$ cat config.mk
export PLATFORM = sky130hd
export DESIGN_NAME = closest_joint_solution_select
export DESIGN_NICKNAME = d
export VERILOG_FILES = /design/src/sv/cjss_pkg.sv /design/src/sv/closest_joint_solution_select.sv
export SDC_FILE = /design/constraint.sdc
export NUM_CORES = 2
export LEC_CHECK = 0
export ABC_AREA = 1
export ABC_CLOCK_PERIOD_IN_PS = 12000
export BUFFER_PORTS_ARGS = -buffer_cell sky130_fd_sc_hd__buf_2
export CAP_MARGIN = 20
export CORE_MARGIN = 2
export CORE_UTILIZATION = 25
export CTS_BUF_LIST = sky130_fd_sc_hd__clkbuf_8
export DETAILED_ROUTE_END_ITERATION = 10
export SETUP_SLACK_MARGIN = 0.5
export SLEW_MARGIN = 20
export SYNTH_ARGS = -nofsm -noshare
export SYNTH_HDL_FRONTEND = slang
export SYNTH_SLANG_ARGS = --single-unit
$ cat constraint.sdc
create_clock -name clk_i -period 12 [get_ports clk_i]
set_input_delay 3.6 -clock clk_i [delete_from_list [all_inputs] [get_ports clk_i]]
set_output_delay 3.6 -clock clk_i [all_outputs]
set_load 0.02 [all_outputs]
$ cat src/sv/cjss_pkg.sv
// Shared constants, types and reset table for the closest joint solution selector.
`timescale 1ns / 1ps

package cjss_pkg;

  localparam int JOINT_COUNT = 6;
  localparam int WRAP_JOINT  = 3;
  localparam int ANGLE_BITS  = 16;

  // Q3.12 constants
  localparam int FRAC_ONE   = 4096;
  localparam int FIX_PI     = 12868;
  localparam int FIX_TWO_PI = 25736;

  // Squared distance: each square fits 2*ANGLE_BITS, plus growth for the sum
  localparam int SQ_BITS   = 2 * ANGLE_BITS;
  localparam int DIST_BITS = SQ_BITS + $clog2(JOINT_COUNT);

  // Configuration index wide enough to also carry out-of-range indexes
  localparam int CFG_IDX_BITS = $clog2(JOINT_COUNT + 1);

  // Output queue
  localparam int OQ_DEPTH    = 4;
  localparam int OQ_PTR_BITS = $clog2(OQ_DEPTH);
  localparam int OQ_CNT_BITS = $clog2(OQ_DEPTH + 1);
  // Highest fill level at which a word may still push two results
  localparam int OQ_GO_LIMIT = OQ_DEPTH - 2;

  typedef logic signed [ANGLE_BITS-1:0] angle_t;
  typedef angle_t [JOINT_COUNT-1:0] pose_t;

  // Wrap window: only negative angles within one radian of -pi change value
  localparam angle_t WRAP_LO  = angle_t'(-(FIX_PI + FRAC_ONE - 1));
  localparam angle_t WRAP_HI  = angle_t'(-(FIX_PI - FRAC_ONE + 1));
  localparam angle_t WRAP_ADD = angle_t'(FIX_TWO_PI);

  localparam logic KIND_ECHO = 1'b0;
  localparam logic KIND_BEST = 1'b1;

  typedef struct packed {
    logic  kind;
    pose_t angles;
    logic  run_last;
  } out_word_t;

  function automatic angle_t start_reset(input int j);
    angle_t r;
    case (j)
      0: r = angle_t'(6544);
      1: r = angle_t'(1209);
      2: r = angle_t'(8833);
      3: r = angle_t'(12704);
      4: r = angle_t'(-2027);
      5: r = angle_t'(-67);
      default: r = '0;
    endcase
    return r;
  endfunction

endpackage

$ cat src/sv/closest_joint_solution_select.sv
// Closest joint solution selector: wraps, echoes and picks the nearest IK candidate.
`timescale 1ns / 1ps

// Channel | Direction | Handshake              | Word
// --------+-----------+------------------------+------------------------------------------
// in      | input     | in_valid_i/in_stall_o   | angle_in_0..5, last_candidate
// out     | output    | out_valid_o/out_stall_i | result_kind, angle_out_0..5, run_last
// cfg     | input     | cfg_we_i                | cfg_idx_i, cfg_data_i (start angles)
//
// One word per cycle while the queue is at two or below. In the input register,
// wrap, six squares, the adder tree and the running-minimum compare are done in one
// pass; a word's results land in a 4-deep output queue (one, or two on the last word).
// in_stall_o is set only from registers: input register full and the queue above two.
// Reset loads the reference pose from the start-angle reset values, clears the best.
// A stalled output holds its word; the input keeps flowing until the queue is above two.

module closest_joint_solution_select (
  input  logic                                  clk_i,
  input  logic                                  rst_ni,
  // configuration
  input  logic                                  cfg_we_i,
  input  logic [cjss_pkg::CFG_IDX_BITS-1:0]     cfg_idx_i,
  input  logic [cjss_pkg::ANGLE_BITS-1:0]       cfg_data_i,
  // input channel
  input  logic                                  in_valid_i,
  output logic                                  in_stall_o,
  input  logic signed [cjss_pkg::ANGLE_BITS-1:0] angle_in_0_i,
  input  logic signed [cjss_pkg::ANGLE_BITS-1:0] angle_in_1_i,
  input  logic signed [cjss_pkg::ANGLE_BITS-1:0] angle_in_2_i,
  input  logic signed [cjss_pkg::ANGLE_BITS-1:0] angle_in_3_i,
  input  logic signed [cjss_pkg::ANGLE_BITS-1:0] angle_in_4_i,
  input  logic signed [cjss_pkg::ANGLE_BITS-1:0] angle_in_5_i,
  input  logic                                  last_candidate_i,
  // output channel
  output logic                                  out_valid_o,
  input  logic                                  out_stall_i,
  output logic                                  result_kind_o,
  output logic signed [cjss_pkg::ANGLE_BITS-1:0] angle_out_0_o,
  output logic signed [cjss_pkg::ANGLE_BITS-1:0] angle_out_1_o,
  output logic signed [cjss_pkg::ANGLE_BITS-1:0] angle_out_2_o,
  output logic signed [cjss_pkg::ANGLE_BITS-1:0] angle_out_3_o,
  output logic signed [cjss_pkg::ANGLE_BITS-1:0] angle_out_4_o,
  output logic signed [cjss_pkg::ANGLE_BITS-1:0] angle_out_5_o,
  output logic                                  run_last_o
);

  localparam int JC = cjss_pkg::JOINT_COUNT;
  localparam int AB = cjss_pkg::ANGLE_BITS;

  // ---------------------------------------------------------------------------
  // Input register
  // ---------------------------------------------------------------------------
  cjss_pkg::pose_t in_pose;
  cjss_pkg::pose_t s1_pose_q;
  logic            s1_last_q;
  logic            s1_valid_q, s1_valid_d;
  logic            in_acc;
  logic            go;

  assign in_pose[0] = angle_in_0_i;
  assign in_pose[1] = angle_in_1_i;
  assign in_pose[2] = angle_in_2_i;
  assign in_pose[3] = angle_in_3_i;
  assign in_pose[4] = angle_in_4_i;
  assign in_pose[5] = angle_in_5_i;

  logic [cjss_pkg::OQ_CNT_BITS-1:0] oq_cnt_q, oq_cnt_d;

  // Room for the worst case (two results) judged on the registered fill level
  assign go         = s1_valid_q && (oq_cnt_q <= cjss_pkg::OQ_CNT_BITS'(cjss_pkg::OQ_GO_LIMIT));
  assign in_stall_o = s1_valid_q && !go;
  assign in_acc     = in_valid_i && !in_stall_o;
  assign s1_valid_d = in_acc || (s1_valid_q && !go);

  always_ff @(posedge clk_i or negedge rst_ni) begin
    if (!rst_ni) begin
      s1_valid_q <= 1'b0;
    end else begin
      s1_valid_q <= s1_valid_d;
    end
  end

  always_ff @(posedge clk_i) begin
    if (in_acc) begin
      s1_pose_q <= in_pose;
      s1_last_q <= last_candidate_i;
    end
  end

  // ---------------------------------------------------------------------------
  // Wrap, distance and running minimum
  // ---------------------------------------------------------------------------
  cjss_pkg::pose_t ref_q;
  cjss_pkg::pose_t best_q;
  cjss_pkg::pose_t cand;
  cjss_pkg::pose_t new_best;
  logic [cjss_pkg::DIST_BITS-1:0] best_dist_q;
  logic [cjss_pkg::DIST_BITS-1:0] cand_dist;
  logic                           has_best_q;
  logic                           take;

  // Only wrap-joint angles inside the negative window move, by adding 2pi.
  always_comb begin
    cand = s1_pose_q;
    if (cjss_pkg::WRAP_JOINT < JC) begin
      if ((s1_pose_q[cjss_pkg::WRAP_JOINT] >= cjss_pkg::WRAP_LO) &&
          (s1_pose_q[cjss_pkg::WRAP_JOINT] <= cjss_pkg::WRAP_HI)) begin
        cand[cjss_pkg::WRAP_JOINT] = s1_pose_q[cjss_pkg::WRAP_JOINT] + cjss_pkg::WRAP_ADD;
      end
    end
  end

  always_comb begin
    logic signed [AB:0]              diff;
    logic signed [AB:0]              diff_abs;
    logic [AB-1:0]                   mag;
    logic [cjss_pkg::SQ_BITS-1:0]    sq;
    cand_dist = '0;
    for (int j = 0; j < JC; j++) begin
      diff      = {cand[j][AB-1], cand[j]} - {ref_q[j][AB-1], ref_q[j]};
      diff_abs  = diff[AB] ? -diff : diff;
      mag       = diff_abs[AB-1:0];
      sq        = mag * mag;
      cand_dist = cand_dist + cjss_pkg::DIST_BITS'(sq);
    end
  end

  // First candidate of a set always wins; ties keep the earlier one
  assign take     = !has_best_q || (cand_dist < best_dist_q);
  assign new_best = take ? cand : best_q;

  always_ff @(posedge clk_i or negedge rst_ni) begin
    if (!rst_ni) begin
      for (int j = 0; j < JC; j++) begin
        ref_q[j] <= cjss_pkg::start_reset(j);
      end
      best_q      <= '0;
      best_dist_q <= '1;
      has_best_q  <= 1'b0;
    end else begin
      if (go) begin
        if (s1_last_q) begin
          best_q      <= new_best;
          ref_q       <= new_best;
          best_dist_q <= '1;
          has_best_q  <= 1'b0;
        end else if (take) begin
          best_q      <= cand;
          best_dist_q <= cand_dist;
          has_best_q  <= 1'b1;
        end
      end
      // start-angle write goes straight to the reference; out-of-range index drops
      if (cfg_we_i) begin
        for (int j = 0; j < JC; j++) begin
          if (cfg_idx_i == cjss_pkg::CFG_IDX_BITS'(j)) begin
            ref_q[j] <= cfg_data_i;
          end
        end
      end
    end
  end

  // ---------------------------------------------------------------------------
  // Output queue
  // ---------------------------------------------------------------------------
  cjss_pkg::out_word_t              oq_mem [cjss_pkg::OQ_DEPTH];
  cjss_pkg::out_word_t              echo_word, best_word, head;
  logic [cjss_pkg::OQ_PTR_BITS-1:0] oq_wr_q, oq_wr_d, oq_wr_nx, oq_rd_q, oq_rd_d;
  logic [cjss_pkg::OQ_CNT_BITS-1:0] n_push;
  logic                             pop;

  assign echo_word.kind     = cjss_pkg::KIND_ECHO;
  assign echo_word.angles   = cand;
  assign echo_word.run_last = !s1_last_q;
  assign best_word.kind     = cjss_pkg::KIND_BEST;
  assign best_word.angles   = new_best;
  assign best_word.run_last = 1'b1;

  assign head        = oq_mem[oq_rd_q];
  assign out_valid_o = (oq_cnt_q != '0);
  assign pop         = out_valid_o && !out_stall_i;

  assign n_push   = !go ? '0 : (s1_last_q ? cjss_pkg::OQ_CNT_BITS'(2) :
                                            cjss_pkg::OQ_CNT_BITS'(1));
  assign oq_wr_nx = oq_wr_q + 1'b1;
  assign oq_wr_d  = oq_wr_q + n_push[cjss_pkg::OQ_PTR_BITS-1:0];
  assign oq_rd_d  = pop ? oq_rd_q + 1'b1 : oq_rd_q;
  assign oq_cnt_d = oq_cnt_q + n_push - cjss_pkg::OQ_CNT_BITS'(pop);

  always_ff @(posedge clk_i or negedge rst_ni) begin
    if (!rst_ni) begin
      oq_wr_q  <= '0;
      oq_rd_q  <= '0;
      oq_cnt_q <= '0;
    end else begin
      oq_wr_q  <= oq_wr_d;
      oq_rd_q  <= oq_rd_d;
      oq_cnt_q <= oq_cnt_d;
    end
  end

  always_ff @(posedge clk_i) begin
    if (go) begin
      oq_mem[oq_wr_q] <= echo_word;
      if (s1_last_q) begin
        oq_mem[oq_wr_nx] <= best_word;
      end
    end
  end

  assign result_kind_o = head.kind;
  assign angle_out_0_o = head.angles[0];
  assign angle_out_1_o = head.angles[1];
  assign angle_out_2_o = head.angles[2];
  assign angle_out_3_o = head.angles[3];
  assign angle_out_4_o = head.angles[4];
  assign angle_out_5_o = head.angles[5];
  assign run_last_o    = head.run_last;

endmodule
* Word level (Yosys, flattened, before mapping) *
Memory sizes are Yosys's and may differ from the RTL's.
Index checks and enable logic that the tools add are counted.

storage, ports and cells
  output and inout bits = 100
  word-level logic and storage cells = 108
  input bits = 121
  bits in writable memories = 392
  register bits = 333
  memories kept = 1

operators by class
  equal/unequal tests = 5
  $lt $le $gt $ge = 4
  add/subtract/negate cells = 23
  $mul = 6
  multiplexer cells = 28
  reductions and logical operators = 16

memory list
  name    words  bits a word  rd ports  clocked after memory_dff  wr ports  RTL line                              text
  oq_mem  4      98           1         0                         2         closest_joint_solution_select.sv:167  cjss_pkg::out_word_t oq_mem [cjss_pkg::OQ_DEPTH];

operator list
  cell                    count
  $mux 96                 4
  $mux 16                 13
  $mul 16x16->32          6
  $sub 16x16->17          6
  $neg 16->16             6
  $add 35x32->35          2
  $mux 35                 2
  $add 34x32->35          1
  $lt 35x35->1            1
  $add 33x32->34          1
  $add 32x32->33          1
  $add 16x16->16 const B  1
  $ge 16x16->1 const B    1
  $le 16x15->1 const B    1
  $mux 1                  7
  $eq 3x2->1 const B      2
  $eq 3x3->1 const B      2
  $logic_and 1x1->1       5
  $logic_not 1->1         5
  $add 2x1->2 const B     2
  $mux 2                  2
  $add 3x2->3             1
  $eq 3x1->1 const B      1
  $le 3x2->1 const B      1
  other kinds (7)         8

* Depth between registers and ports, before layout *
  word-level depth = 17
  depth in mapped cells = 73
  gate-level depth less buffers = 70

* Worst setup path after synthesis *
Ideal clock, no wire load.

  path kind = flip-flop to flip-flop
  start = register s1_pose_q[53] (netlist bit)
  end = memory oq_mem[1][76] (netlist bit) (data pin)
  data required time = 11.726 ns
  period minus slack after synthesis = 12.638 ns
  slack = -0.638 ns
  buffers on the path = 4
  library setup time = 0.274 ns
  cell stages (with the launch flop) = 69
  arrival = 12.364 ns
  path through = edfxtp_1 > nand2_1 > nor2_1 > a21oi_1 > nor3_1 > o21ai_0 > nand2_1 > nand2_1 > nand2_1 > clkbuf_1 > nand2_1 > nand2_1 > inv_1 > ha_1 > nor2_1 > inv_1 > nand2_2 > inv_2 > [... 33 more ...] > nor4_1 > nand2_1 > o211ai_1 > nand2_1 > nand3_1 > xor2_1 > ha_1 > nand4_1 > inv_1 > a21oi_1 > o21a_1 > nand3_1 > nand2_1 > buf_2 > buf_1 > nand2_1 > nand2_1 > o22ai_1

RTL lines
  item                    RTL line                              text
  from (decl)             closest_joint_solution_select.sv:54   cjss_pkg::pose_t s1_pose_q;
  from (signal assigned)  closest_joint_solution_select.sv:85   s1_pose_q <= in_pose;
  to (decl)               closest_joint_solution_select.sv:167

==> metrics.txt <==
# TYPE chip_impl_metric gauge
chip_impl_info{name="run_status",value="complete, but fails checks"} 1
chip_impl_info{name="violations_in_the_final_reports",value="setup timing"} 1
chip_impl_metric{name="avgSynthCellArea",unit="um2"} 8.97
chip_impl_metric{name="post_route_cells_drive_above_1_share",unit="%"} 24.3
chip_impl_info{name="synth_ff_type",value="edfxtp_1"} 1
chip_impl_info{name="worst_path_most_repeated_cell",value="fa_1"} 1
chip_impl_metric{name="place.port_buffers",unit=""} 220
chip_impl_info{name="rsz0062_at_grt",value="true"} 1
chip_impl_metric{name="finalWeightedCongestion",unit=""} 0.948
chip_impl_metric{name="cts.sink_count",unit=""} 725
chip_impl_info{name="worstHoldStart",value="oq_mem[3][97]$_SDFFE_PP1P_"} 1
chip_impl_metric{name="initial_utilization",unit="%"} 25.1
chip_impl_info{name="critical_path_class",value="flop to flop"} 1
chip_impl_metric{name="finalHoldViolations",unit=""} 0
chip_impl_metric{name="clock_tree.buffer_depth",unit=""} 3
chip_impl_metric{name="fp-row-count",unit=""} 215
chip_impl_metric{name="fin_crit_sh",unit="%"} 108
chip_impl_metric{name="synth.top_cell.area_share",unit="%"} 30.4
chip_impl_metric{name="grt_first_pass_wirelength",unit="um"} 447000
chip_impl_metric{name="setup_slack",unit="ns"} -0.977
chip_impl_metric{name="die_height",unit="um"} 590
chip_impl_info{name="setup.worst_path.start_class",value="flop"} 1
chip_impl_metric{name="min_path_cells",unit=""} 2
chip_impl_info{name="synthDominantAreaCellType",value="fa_1"} 1
chip_impl_info{name="yosys-top-cells-count",value="2175 x inv_1, 1304 x fa_1, 1291 x nand2_1"} 1
chip_impl_info{name="clock_tree_from_tritoncts",value="done"} 1
chip_impl_metric{name="yosysWarnings",unit=""} 0
chip_impl_metric{name="post_synth_instance_area",unit="um2"} 85800
chip_impl_metric{name="routed_wire_length_per_instance",unit="um"} 18.5
chip_impl_info{name="yosysMostFrequentCell",value="inv_1"} 1
chip_impl_metric{name="ys_seq_area_share",unit="%"} 24.0
chip_impl_metric{name="crit_path_max_fanout",unit=""} 9
chip_impl_metric{name="timing.reg2reg.worst_path_depth",unit=""} 67
chip_impl_metric{name="cts_max_level",unit=""} 3
chip_impl_metric{name="dpl.hpwl",unit="um"} 233000
chip_impl_metric{name="fp.dieW",unit="um"} 590
chip_impl_metric{name="grt_use_total",unit="%"} 16.8
chip_impl_metric{name="antenna_found_initial",unit=""} 19
chip_impl_metric{name="final_design_area_no_fill",unit="um2"} 109000
chip_impl_metric{name="clk_pin_slew_worst_paths",unit="ns"} 0.07
chip_impl_metric{name="finalMaxSlewViolations",unit=""} 0
chip_impl_info{name="regToRegEndpoint",value="oq_mem[3][79]$_DFFE_PP_"} 1
chip_impl_metric{name="core_area",unit="um2"} 342000
chip_impl_info{name="hold_path_end",value="oq_mem[3][97]$_SDFFE_PP1P_"} 1
chip_impl_metric{name="layout.nets",unit=""} 13240
chip_impl_metric{name="timing.reg2reg.setup_slack",unit="ns"} -0.98
chip_impl_metric{name="multiInputGateArea",unit="um2"} 57400
chip_impl_info{name="hold_path_class",value="flop to flop"} 1
chip_impl_metric{name="post-place-ws",unit="ns"} -1.03
chip_impl_metric{name="final_period_minus_worst_setup_slack",unit="ns"} 12.98
chip_impl_metric{name="synth-async-reset-ratio",unit="%"} 32.6
chip_impl_info{name="reg2reg_from",value="s1_pose_q[53]$_DFFE_PP_"} 1
chip_impl_metric{name="final_wirelength",unit="um"} 294000
chip_impl_metric{name="ff_latch_area",unit="um2"} 20600
chip_impl_metric{name="grt-ovfl-total",unit=""} 0
chip_impl_info{name="critPathCaptureType",value="flop"} 1
chip_impl_metric{name="via_count",unit=""} 72035
chip_impl_info{name="slowest_cell_on_crit_path",value="fa_2"} 1
chip_impl_metric{name="synth_fp_nets",unit=""} 11641
chip_impl_metric{name="clk_latency",unit="ns"} 0.91
chip_impl_metric{name="max_slew.worst_pin.slew",unit="ns"} 1.12
chip_impl_metric{name="setup-violations-final",unit=""} 611
chip_impl_metric{name="cts_hold_repair.buffers",unit=""} 0
chip_impl_metric{name="synthesized_flop_and_latch_total",unit=""} 725
chip_impl_metric{name="syn_to_final_growth",unit="%"} 26.7
chip_impl_metric{name="worst_ep_required_time",unit="ns"} 12.56
chip_impl_metric{name="max-slew-margin-rel",unit="%"} 25.5
chip_impl_metric{name="post_detailed_placement_cell_area",unit="um2"} 104000
chip_impl_metric{name="design.portCount",unit=""} 221
chip_impl_metric{name="netlist_instances",unit=""} 9572
chip_impl_metric{name="maxCapViolCount",unit=""} 0
chip_impl_metric{name="slowest_delay",unit="ns"} 0.59
chip_impl_info{name="ctsRootBufferMaster",value="clkbuf_8"} 1
chip_impl_metric{name="post_drt_via_cell_ratio",unit=""} 4.55
chip_impl_info{name="netlist_top_cells_area",value="fa_1 30%, edfxtp_1 17%, inv_1 9.5%"} 1
chip_impl_metric{name="drt_first_iter_violations",unit=""} 5695
chip_impl_metric{name="max_freq",unit="MHz"} 77.1
chip_impl_metric{name="numCtsBuffers",unit=""} 112
chip_impl_metric{name="design.die.area",unit="um2"} 348000
chip_impl_metric{name="drt_drc_violations_left",unit=""} 0
chip_impl_metric{name="skew",unit="ns"} 0.106
chip_impl_metric{name="critPathArrivalTime",unit="ns"} 13.53
chip_impl_metric{name="synth_enable_flop_cells",unit=""} 481
chip_impl_metric{name="num-fill-cells",unit=""} 35740
chip_impl_metric{name="ys_types",unit=""} 64
chip_impl_metric{name="drtPass1Iterations",unit=""} 6
chip_impl_metric{name="grt_max_degree",unit=""} 101
chip_impl_metric{name="first_global_vias",unit=""} 73748
chip_impl_metric{name="postRouteAntennaNets",unit=""} 0
==> registers in the layout (all words and copies together) (netlist names) <==
name and flops:
has_best_q 1, s1_valid_q 1, s1_last_q 1, best_dist_q 35
cand 80, oq_mem 392, oq_wr_q 2, oq_cnt_q 3
oq_rd_q 2, s1_pose_q 16, ref_q 96, best_q 96
==> per-stage QoR <==
step / setup TNS [ns] / hold slack (ns) / utilization [%] / instances
2_1_floorplan: 0 / 0.420 / - / 9572
3_5_place_dp: -576.46 / 0.438 / 30.2 / 15518
6_report: -529.12 / 0.449 / 31.7 / 15836
5_1_grt: -853.07 / 0.485 / 31.7 / 15827
3_3_place_gp: -631.84 / 0.431 / 30.2 / 15518
4_1_cts: -516.71 / 0.452 / 31.4 / 15789
==> cell families (layout without fill, tap and decap cells) <==
kind of cell	Yosys count	after routing	synth area share [%]
and+or+nand+nor	2870	2871	14.3
buffers and inverters	2582	4278	11.6
adders and majority gates	1948	1948	39.8
AOI/OAI and AO/OA	1328	1328	8.73
DFF	725	725	24.0
xor gates and xnor gates	119	119	1.49
other	0	10	0
==> routing by layer <==
layer	global-route usage [%]	vias up	routed length, um
met5	0	-	13
met1	24.1	35598	133000
met3	2.56	516	23000
met4	5.07	2	9830
met2	25.9	2777	128000
li1	-	33142	-
==> placed cells by master, fill, tap and decap left out, types with 156 or more instances in the layout <==
cell type	instances
edfxtp_1	481
a21oi_1	302
buf_4	1498
nor2_1	883
o22ai_1	476
ha_1	614
nand2_1	1107
o21ai_0	381
nand3_1	282
buf_2	219
fa_1	1274
inv_1	2166
nand2_2	206
dfrtp_1	156
==> layout make-up <==
class                   instances  area share, %
multi-input cells            6266           52.8
flip-flops and latches        725           19.0
repair buffers               1818           13.1
inverters                    2248           7.81
well taps                    4557           5.25
clock buffers                 122           1.54
clock inverters                90          0.576
diodes                         10         0.0230
==> how the worst max path moves through the flow <==
stage | startpoint | endpoint | slack, ns | cells after the start
2_1_floorplan | s1_pose_q[53]$_DFFE_PP_ | oq_mem[0][10]$_DFFE_PP_ | 0.20 | 64
3_3_place_gp | s1_pose_q[51]$_DFFE_PP_ | oq_mem[1][3]$_DFFE_PP_ | -1.13 | 63
3_5_place_dp | s1_pose_q[53]$_DFFE_PP_ | oq_mem[2][90]$_DFFE_PP_ | -1.03 | 69
4_1_cts | s1_pose_q[51]$_DFFE_PP_ | best_q[49]$_DFFE_PN0P_ | -0.93 | 67
5_1_grt | s1_pose_q[51]$_DFFE_PP_ | best_q[49]$_DFFE_PN0P_ | -1.50 | 67
6_report | s1_pose_q[53]$_DFFE_PP_ | oq_mem[3][79]$_DFFE_PP_ | -0.98 | 67
==> worst max-delay path: cells and delay by family (launching register included) <==
| family | cells | cell delay, ns |
|---|---|---|
| adders and majority gates | 14 | 6.57 |
| and+or+nand+nor | 24 | 2.30 |
| AOI/OAI and AO/OA | 9 | 1.10 |
| buffers and inverters | 18 | 1.82 |
| xor gates and xnor gates | 2 | 0.39 |
| DFF | 1 | 0.41 |
==> repair_timing <==
item,in CTS,in global routing
endpoints found under the setup margin,611,611
resized for setup,261,234
setup buffers,47,28
pin swaps,107,122
gates cloned,12,9
Power is left out: the tool's default activity adds up to more than one toggle a clock period on the data nets, which glitch-free logic cannot reach.
